### src/rtl/assert_macros.svh
// Assertion macros for the RTL of the tilt angle core.
// Included by the top level; no other dependencies.
`ifndef ASSERT_MACROS_SVH
`define ASSERT_MACROS_SVH

// Implication checked on every clock edge outside reset.
`define ASSERT_IMPL(label, clk_s, rst_s, ante, cons, msg) \
  label: assert property (@(posedge clk_s) disable iff (rst_s) (ante) |-> (cons)) \
    else $error(msg);

// Next-cycle implication checked outside reset.
`define ASSERT_NEXT(label, clk_s, rst_s, ante, cons, msg) \
  label: assert property (@(posedge clk_s) disable iff (rst_s) (ante) |=> (cons)) \
    else $error(msg);

`endif

### src/rtl/atr_pkg.sv
// Package for the tilt angle core: widths, CORDIC angle table, FSM states.
// No dependencies.
`default_nettype none
package atr_pkg;
  localparam int CORDIC_STEPS = 16;
  localparam int ATAN_ENTRIES = 24;
  localparam int RUN_STEPS = (CORDIC_STEPS > ATAN_ENTRIES) ? ATAN_ENTRIES : CORDIC_STEPS;
  localparam int STEP_W = 5;
  localparam int SUMSQ_W = 32;
  localparam int ROOT_W = 31;    // isqrt of a 62-bit radicand
  localparam int CW = 36;        // CORDIC x/y width
  localparam int ZW = 32;        // angle accumulator, Q2.30
  localparam int ROLL_LIMIT = 23040;
  localparam int ROLL_SCALE = 57;

  typedef enum logic [2:0] {
    ST_IDLE, ST_SQ, ST_ROOT, ST_CORDIC, ST_SCALE, ST_OUT
  } atr_state_t;

  function automatic logic [ZW-1:0] atan_q30(input logic [STEP_W-1:0] i);
    case (i)
      5'd0:  atan_q30 = 32'd843314856;
      5'd1:  atan_q30 = 32'd497837829;
      5'd2:  atan_q30 = 32'd263043836;
      5'd3:  atan_q30 = 32'd133525158;
      5'd4:  atan_q30 = 32'd67021686;
      5'd5:  atan_q30 = 32'd33543515;
      5'd6:  atan_q30 = 32'd16775850;
      5'd7:  atan_q30 = 32'd8388437;
      5'd8:  atan_q30 = 32'd4194282;
      5'd9:  atan_q30 = 32'd2097149;
      5'd10: atan_q30 = 32'd1048575;
      5'd11: atan_q30 = 32'd524287;
      5'd12: atan_q30 = 32'd262143;
      5'd13: atan_q30 = 32'd131071;
      5'd14: atan_q30 = 32'd65535;
      5'd15: atan_q30 = 32'd32767;
      5'd16: atan_q30 = 32'd16383;
      5'd17: atan_q30 = 32'd8191;
      5'd18: atan_q30 = 32'd4095;
      5'd19: atan_q30 = 32'd2047;
      5'd20: atan_q30 = 32'd1023;
      5'd21: atan_q30 = 32'd511;
      5'd22: atan_q30 = 32'd255;
      5'd23: atan_q30 = 32'd127;
      default: atan_q30 = '0;
    endcase
  endfunction
endpackage
`default_nettype wire

### src/rtl/atr_isqrt.sv
// Digit-serial integer square root, one result bit per cycle.
// Depends on atr_pkg.
`default_nettype none
module atr_isqrt (
  input  wire logic                        clk,
  input  wire logic                        rst,
  input  wire logic                        start,
  input  wire logic [atr_pkg::SUMSQ_W-1:0] sumsq,
  output logic                             done,
  output logic [atr_pkg::ROOT_W-1:0]       root
);
  import atr_pkg::*;
  // radicand is sumsq << 30: 62 bits, 31 digit pairs
  logic [2*ROOT_W-1:0] rad;
  logic [ROOT_W+1:0]   rem;
  logic [4:0]          cnt;
  logic                busy;
  logic [ROOT_W+1:0]   trial;
  logic [ROOT_W+1:0]   rem_sh;

  assign rem_sh = {rem[ROOT_W-1:0], rad[2*ROOT_W-1 -: 2]};
  assign trial  = {root, 2'b01};

  always_ff @(posedge clk) begin
    if (rst) begin
      busy <= 1'b0;
      done <= 1'b0;
    end else begin
      done <= 1'b0;
      if (start) begin
        busy <= 1'b1;
        cnt  <= 5'(ROOT_W - 1);
        rad  <= {sumsq, 30'd0};
        rem  <= '0;
        root <= '0;
      end else if (busy) begin
        rad <= {rad[2*ROOT_W-3:0], 2'b00};
        if (rem_sh >= trial) begin
          rem  <= rem_sh - trial;
          root <= {root[ROOT_W-2:0], 1'b1};
        end else begin
          rem  <= rem_sh;
          root <= {root[ROOT_W-2:0], 1'b0};
        end
        if (cnt == '0) begin
          busy <= 1'b0;
          done <= 1'b1;
        end
        cnt <= cnt - 5'd1;
      end
    end
  end
endmodule
`default_nettype wire

### src/rtl/accel_tilt_roll_angle_core.sv
// Top level of the accelerometer roll angle core: root, CORDIC, scaling.
// Depends on atr_pkg, atr_isqrt and assert_macros.svh.
//
// Usage:
//   s_axis carries one sample per item: tdata = {accel_z, accel_y, accel_x}
//   (x in bits 15:0). m_axis returns one result per sample: tdata = roll_q8,
//   tuser = held. Roll is atan2(y, sqrt(x^2+z^2)) * 57 in signed Q8.8,
//   rounded and saturated to +/-23040.
//   An all-zero sample shows its result in the cycle after it is
//   taken, with the held angle and held=1. Other samples are squared, then
//   go through the bit-serial square root (31 result bits, one a cycle), 16
//   CORDIC iterations (one per cycle, shared shift/add unit) and a scale by
//   57 registered with the last iteration, then are rounded and saturated.
//   One sample is in flight at a time; s_axis_tready is low while busy.
//   A new sample is taken only after the previous result has been taken.
//   m_axis holds its item until taken; a stalled receiver stalls intake.
//   Reset (rst, synchronous) clears the held angle to 0 and empties the core.
`default_nettype none
`include "assert_macros.svh"
module accel_tilt_roll_angle_core (
  input  wire logic        clk,
  input  wire logic        rst,
  input  wire logic        s_axis_tvalid,
  output logic             s_axis_tready,
  input  wire logic [47:0] s_axis_tdata,   // accel_x, accel_y, accel_z
  output logic             m_axis_tvalid,
  input  wire logic        m_axis_tready,
  output logic [15:0]      m_axis_tdata,   // roll_q8
  output logic             m_axis_tuser    // held
);
  import atr_pkg::*;

  atr_state_t state, state_next;
  logic signed [15:0] ax, ay, az;
  logic [SUMSQ_W-1:0] sumsq;
  logic [SUMSQ_W-1:0] sq_x, sq_z;
  logic               root_start, root_done;
  logic [ROOT_W-1:0]  root;
  logic signed [CW-1:0] cx, cy;
  logic signed [ZW-1:0] cz;
  logic [STEP_W-1:0]  step;
  logic signed [ZW+7:0] scaled;
  logic signed [15:0] last_roll;
  logic signed [15:0] roll_q8;
  logic               held;
  logic               sq_phase;
  logic signed [ZW+7:0] rnd;
  logic signed [ZW+7-22:0] v;

  logic in_acc, out_acc, zero_in;
  assign in_acc  = s_axis_tvalid && s_axis_tready;
  assign out_acc = m_axis_tvalid && m_axis_tready;
  assign zero_in = (s_axis_tdata == '0);

  // squares are registered; the root starts on their sum in the next cycle
  assign sumsq = sq_x + sq_z;

  atr_isqrt u_isqrt (
    .clk(clk), .rst(rst), .start(root_start), .sumsq(sumsq),
    .done(root_done), .root(root)
  );

  always_comb begin
    state_next = state;
    unique case (state)
      ST_IDLE:   if (in_acc) state_next = zero_in ? ST_OUT : ST_SQ;
      ST_SQ:     if (sq_phase) state_next = ST_ROOT;
      ST_ROOT:   if (root_done) state_next = ST_CORDIC;
      ST_CORDIC: if (step == STEP_W'(RUN_STEPS - 1)) state_next = ST_SCALE;
      ST_SCALE:  state_next = ST_OUT;
      ST_OUT:    if (out_acc) state_next = ST_IDLE;
      default:   state_next = ST_IDLE;
    endcase
  end

  always_comb begin
    s_axis_tready = (state == ST_IDLE);
    m_axis_tvalid = (state == ST_OUT);
    root_start    = (state == ST_SQ) && sq_phase;
  end
  assign m_axis_tdata = roll_q8;
  assign m_axis_tuser = held;

  // rounding of the scaled angle; saturation is applied in ST_SCALE
  assign rnd = scaled + (ZW+8)'(64'sd2097152);
  assign v   = rnd[ZW+7:22];

  always_ff @(posedge clk) begin
    if (rst) begin
      state     <= ST_IDLE;
      last_roll <= '0;
      sq_phase  <= 1'b0;
    end else begin
      state <= state_next;
      unique case (state)
        ST_IDLE: begin
          if (in_acc) begin
            ax <= s_axis_tdata[15:0];
            ay <= s_axis_tdata[31:16];
            az <= s_axis_tdata[47:32];
            held <= zero_in;
            roll_q8 <= last_roll;
            sq_phase <= 1'b0;
          end
        end
        ST_SQ: begin
          if (!sq_phase) begin
            sq_x <= SUMSQ_W'(ax) * SUMSQ_W'(ax);
            sq_z <= SUMSQ_W'(az) * SUMSQ_W'(az);
            sq_phase <= 1'b1;
          end
        end
        ST_ROOT: begin
          cx   <= CW'(root);
          cy   <= CW'(ay) <<< 15;
          cz   <= '0;
          step <= '0;
        end
        ST_CORDIC: begin
          if (!cy[CW-1]) begin
            cx <= cx + (cy >>> step);
            cy <= cy - (cx >>> step);
            cz <= cz + $signed(atan_q30(step));
          end else begin
            cx <= cx - (cy >>> step);
            cy <= cy + (cx >>> step);
            cz <= cz - $signed(atan_q30(step));
          end
          step <= step + STEP_W'(1);
        end
        default: ;
      endcase
      if (state == ST_SCALE) begin
        if (v > (ZW+8-22)'(ROLL_LIMIT)) begin
          roll_q8 <= 16'(ROLL_LIMIT);
          last_roll <= 16'(ROLL_LIMIT);
        end else if (v < -(ZW+8-22)'(ROLL_LIMIT)) begin
          roll_q8 <= -16'(ROLL_LIMIT);
          last_roll <= -16'(ROLL_LIMIT);
        end else begin
          roll_q8 <= v[15:0];
          last_roll <= v[15:0];
        end
      end
    end
  end

  // scale product registered in the cycle before rounding; takes the last step
  always_ff @(posedge clk) begin
    if (state == ST_CORDIC && state_next == ST_SCALE) begin
      scaled <= (ZW+8)'(cz + ((!cy[CW-1]) ? $signed(atan_q30(step))
                                            : -$signed(atan_q30(step)))) * (ZW+8)'(ROLL_SCALE);
    end
  end

  `ASSERT_IMPL(a_out_range, clk, rst, m_axis_tvalid,
    ($signed(m_axis_tdata) <= 16'sd23040) && ($signed(m_axis_tdata) >= -16'sd23040),
    "roll out of range")
  `ASSERT_IMPL(a_one_side, clk, rst, s_axis_tready, !m_axis_tvalid,
    "intake open while result pending")
  `ASSERT_NEXT(a_held_repeat, clk, rst, in_acc && zero_in,
    m_axis_tvalid && m_axis_tuser && (m_axis_tdata == $past(last_roll)),
    "held sample did not repeat angle")
endmodule
`default_nettype wire
### config.mk
export PLATFORM = sky130hd
export DESIGN_NAME = accel_tilt_roll_angle_core
export DESIGN_NICKNAME = d
export VERILOG_FILES = /design/src/rtl/atr_pkg.sv /design/src/rtl/atr_isqrt.sv /design/src/rtl/accel_tilt_roll_angle_core.sv
export VERILOG_INCLUDE_DIRS = /design/src /design/src/rtl
export SDC_FILE = /design/constraint.sdc
export NUM_CORES = 2
export LEC_CHECK = 0
export ABC_AREA = 0
export ABC_CLOCK_PERIOD_IN_PS = 21400
export BUFFER_PORTS_ARGS = -buffer_cell sky130_fd_sc_hd__buf_2
export CORE_ASPECT_RATIO = 1.25
export CORE_UTILIZATION = 50
export CTS_BUF_LIST = sky130_fd_sc_hd__clkbuf_16
export CTS_CLUSTER_SIZE = 40
export DETAILED_ROUTE_END_ITERATION = 10
export PLACE_DENSITY = 0.66
export SYNTH_ARGS = -nofsm -noshare
export SYNTH_HDL_FRONTEND = slang
export SYNTH_SLANG_ARGS = --single-unit
### constraint.sdc
create_clock -name clk -period 21.4 [get_ports clk]
set_input_delay 0 -clock clk [delete_from_list [all_inputs] [get_ports clk]]
set_output_delay 0 -clock clk [all_outputs]
set_load 0.1 [all_outputs]
==> results.toml <==
[yosys]
netlist_area_um2 = 53800
synth-seq-cells = 406
synth.area.top_cells = "fa_1, edfxtp_1, ha_1, inv_1, xnor2_1"
yosysWarnings = 0
synth_ff_type = "edfxtp_1"
synth_top_cell_area_share_pct = 19.9
ys_seq_area_share_pct = 21.7
synth.largest_area_cell = "fa_1"
avgSynthCellArea_um2 = 9.35
async_flop_share_pct = 0
synth_edf_count = 354
syn_nets = 6854
synthDistinctLibCells = 90
syn_inst = 5760

[floorplanning]
die_h_um = 369
die_w_um = 295
coreArea_um2 = 107000
die_area_um2 = 109000
ios = 71
placementRows = 134
start_util_pct = 50.4

[pwr]
p_per_area_nw_per_um2 = 135
clkPwrFrac_pct = 10.5
share_comb_of_total_power_pct = 73.1
p_sw_share_pct = 45.9
cellLeakagePower_nw = 26.4
p_seq_share_pct = 16.4
irDropWorstVdd_mv = 0.477
p_int_mw = 4.19
switchingPower_mw = 3.56

[sta]
fmax_ghz = 0.110
slew_viol_final = 0
rsz0062_at_grt = "no"
fin_crit_ns = 9.07
tns_ns = 0
worst_pin_slew_ns = 1.21
setup-violations-final = 0
relSlewSlack_pct = 18.8
finalCritPeriodShare_pct = 42.4
hold_violations = 0
finalClockSkew_ns = 0.0233

[routing]
wire_per_inst_um = 17.7
dr.pass1.iters = 8
routed_wl_mm = 128
vias = 40343
drt_iter0_drc = 2423
ant_nets = 0
remaining_drc_errors = 0
vias_per_cell = 5.57

[final_layout]
final_cells = 7240
diodes = 0
syn_to_final_growth_pct = 6.95
drive_above_1_share_pct = 6.06
fin_nets = 6868
fillers = 9740

[clock_tree]
clkSinkCount = 406
clock_path_buffers = 3
cts_resized = 0
clk_latency_ns = 0.63
clk_pin_slew_worst_paths_ns = 0.06
clockRootBuffer = "clkbuf_16"
cts_inserted_buffers = 47
cts_tree = "done"
htreeDepth = 2

[setup_path]
max_stage_delay_ns = 0.51
cp_max_fo = 6
cp_data_arrival_time_ns = 9.45
rr_endpoint = "scaled[39]$_DFFE_PP_"
cp-end-kind = "register"
worstSetupStartpointType = "register"
reg2reg_depth = 33
critPathSlowestCell = "or4_1"
crit_type = "reg2reg"
ff2ff_setup_slack_ns = 12.33
crit_required_ns = 21.78
cp_common_cell = "ha_1"

[hold_path]
holdCritPathClass = "in2reg"
holdPathEnd = "ax[1]$_DFFE_PP_"
min_from = "s_axis_tdata[1]"
hold_path_depth = 2

[placement]
dp_hpwl_mm = 102
gp_congestion = 0.970
dp.cells = 7099
io_buffers = 70

[flow_run]
timing.max_cap.violations = 0

[grt]
grt_antenna_before_repair = 1
grt_pass1_vias = 41171
grt_pass1_wl_mm = 210
grt_usage_pct = 24.0
grt_max_degree = 92
overflow = 0

[status]
outcome = "finished clean"
==> per-layer routing <==
| layer | global-route usage (%) | vias up | wire [um] |
|---|---|---|---|
| met1 | 28.7 | 19844 | 50900 |
| li1 | - | 19396 | - |
| met5 | 0 | - | 0 |
| met2 | 43.3 | 861 | 66000 |
| met4 | 11.1 | 0 | 6370 |
| met3 | 2.14 | 242 | 5010 |
==> power by group through the flow <==
| stage | Combinational [mW] | Clock [mW] | Sequential [mW] |
|---|---|---|---|
| after floorplan | 4.47 | 0 | 1.27 |
| after global placement | 5.60 | 0 | 1.29 |
| after detailed placement | 5.71 | 0 | 1.29 |
| after CTS | 5.76 | 0.835 | 1.27 |
| after global routing | 6.47 | 0.859 | 1.28 |
| final | 5.67 | 0.814 | 1.27 |
==> placed cells by master, fill, tap and decap left out, types with 29 or more instances in the layout <==
| cell type | n |
|---|---|
| o21a_1 | 44 |
| dfxtp_1 | 52 |
| nor2b_1 | 58 |
| a21oi_1 | 279 |
| buf_4 | 37 |
| o21bai_1 | 33 |
| mux4_2 | 85 |
| mux2i_1 | 95 |
| xnor2_1 | 275 |
| o21ai_0 | 249 |
| nor3_1 | 83 |
| xor2_1 | 157 |
| a31oi_1 | 40 |
| and2_1 | 117 |
| nand3_1 | 84 |
| clkbuf_16 | 49 |
| and3_1 | 43 |
| nand2_1 | 462 |
| nor2_1 | 383 |
| fa_1 | 535 |
| nand2b_1 | 75 |
| buf_2 | 70 |
| dlygate4sd3_1 | 54 |
| ha_1 | 507 |
| a21o_1 | 154 |
| inv_1 | 967 |
| a211oi_1 | 29 |
| mux2_2 | 37 |
| edfxtp_1 | 354 |
==> cell usage after synthesis (29+ instances only) <==
master    count
nor2_1      385
mux4_2       85
a21oi_1     280
o21ai_0     249
fa_1        535
ha_1        507
dfxtp_1      52
mux2_2       37
mux2i_1      95
nor2b_1      58
nor3_1       84
clkbuf_1    147
edfxtp_1    354
a21o_1      154
inv_1       957
o21bai_1     33
xnor2_1     275
o21a_1       44
a31oi_1      40
and2_1      117
nand2_1     463
nand3_1      84
a211oi_1     29
xor2_1      157
and3_1       43
nand2b_1     75
==> per-stage QoR <==
stage | setup slack, ns | hold slack (ns) | power, mW | cell area, um^2 | utilization, %
6_report | 12.33 | 0.0976 | 7.75 | 57600 | 53.9
2_1_floorplan | 13.38 | 0.0989 | 5.74 | 53800 | -
5_1_grt | 11.75 | 0.0953 | 8.61 | 57600 | 53.9
3_3_place_gp | 12.41 | 0.193 | 6.88 | 55500 | 52.0
3_5_place_dp | 12.32 | 0.194 | 7.00 | 55500 | 52.0
4_1_cts | 12.30 | 0.0556 | 7.87 | 57600 | 53.9
==> final cells by class <==
type / instances / area [um^2] / share of cell area, %
inverters: 959 / 3600 / 6.26
clock buffers: 49 / 1230 / 2.13
clock inverters: 38 / 304 / 0.528
well taps: 1428 / 1790 / 3.10
repair buffers: 161 / 1170 / 2.03
flip-flops and latches: 406 / 11700 / 20.3
multi-input cells: 4199 / 37800 / 65.7
==> state kept, by name (all words and copies together) (netlist names), 3 cells and up, named ones only <==
signal and flops:
ax 16, ay 16, az 16, cx 36, cy 36, cz 32
last_roll 16, m_axis_tdata 16, scaled 19, sq_x 31, sq_z 31, state 3
step 5, u_isqrt.cnt 5, u_isqrt.rad 32, u_isqrt.rem 31, u_isqrt.root 31
==> worst max-delay path: cells and delay by family, from the launching register on <==
| family | cells | cell delay, ns |
|---|---|---|
| compound gates | 10 | 3.09 |
| xor+xnor | 4 | 0.57 |
| fa+ha+maj | 7 | 2.23 |
| buf+inv | 3 | 0.15 |
| flops | 1 | 0.33 |
| simple gates | 9 | 2.46 |
==> worst max-delay path by stage <==
| stage | start | to | cells after the start |
|---|---|---|---|
| floorplan | register | scaled[39]$_DFFE_PP_ | 33 |
| global placement | register | scaled[39]$_DFFE_PP_ | 33 |
| detailed placement | register | scaled[39]$_DFFE_PP_ | 33 |
| CTS | register | scaled[39]$_DFFE_PP_ | 33 |
| global route | register | scaled[39]$_DFFE_PP_ | 33 |
| finish | register | scaled[39]$_DFFE_PP_ | 33 |
==> cells by family after synthesis <==
family                     Yosys count  synth area share, %
AOI/OAI and AO/OA                 1054                 12.4
xor gates and xnor gates           433                 7.07
adders and majority gates         1042                 31.7
buffers and inverters             1155                 8.20
DFF                                406                 21.7
muxes                              217                 6.10
and+or+nand+nor                   1453                 12.8
==> timing repair <==
action,in CTS,in global routing
endpoints found under the hold margin,75,0
setup buffers,0,0
setup endpoints to repair,0,0
hold buffers,54,0
(Power assumes the default switching activity.)
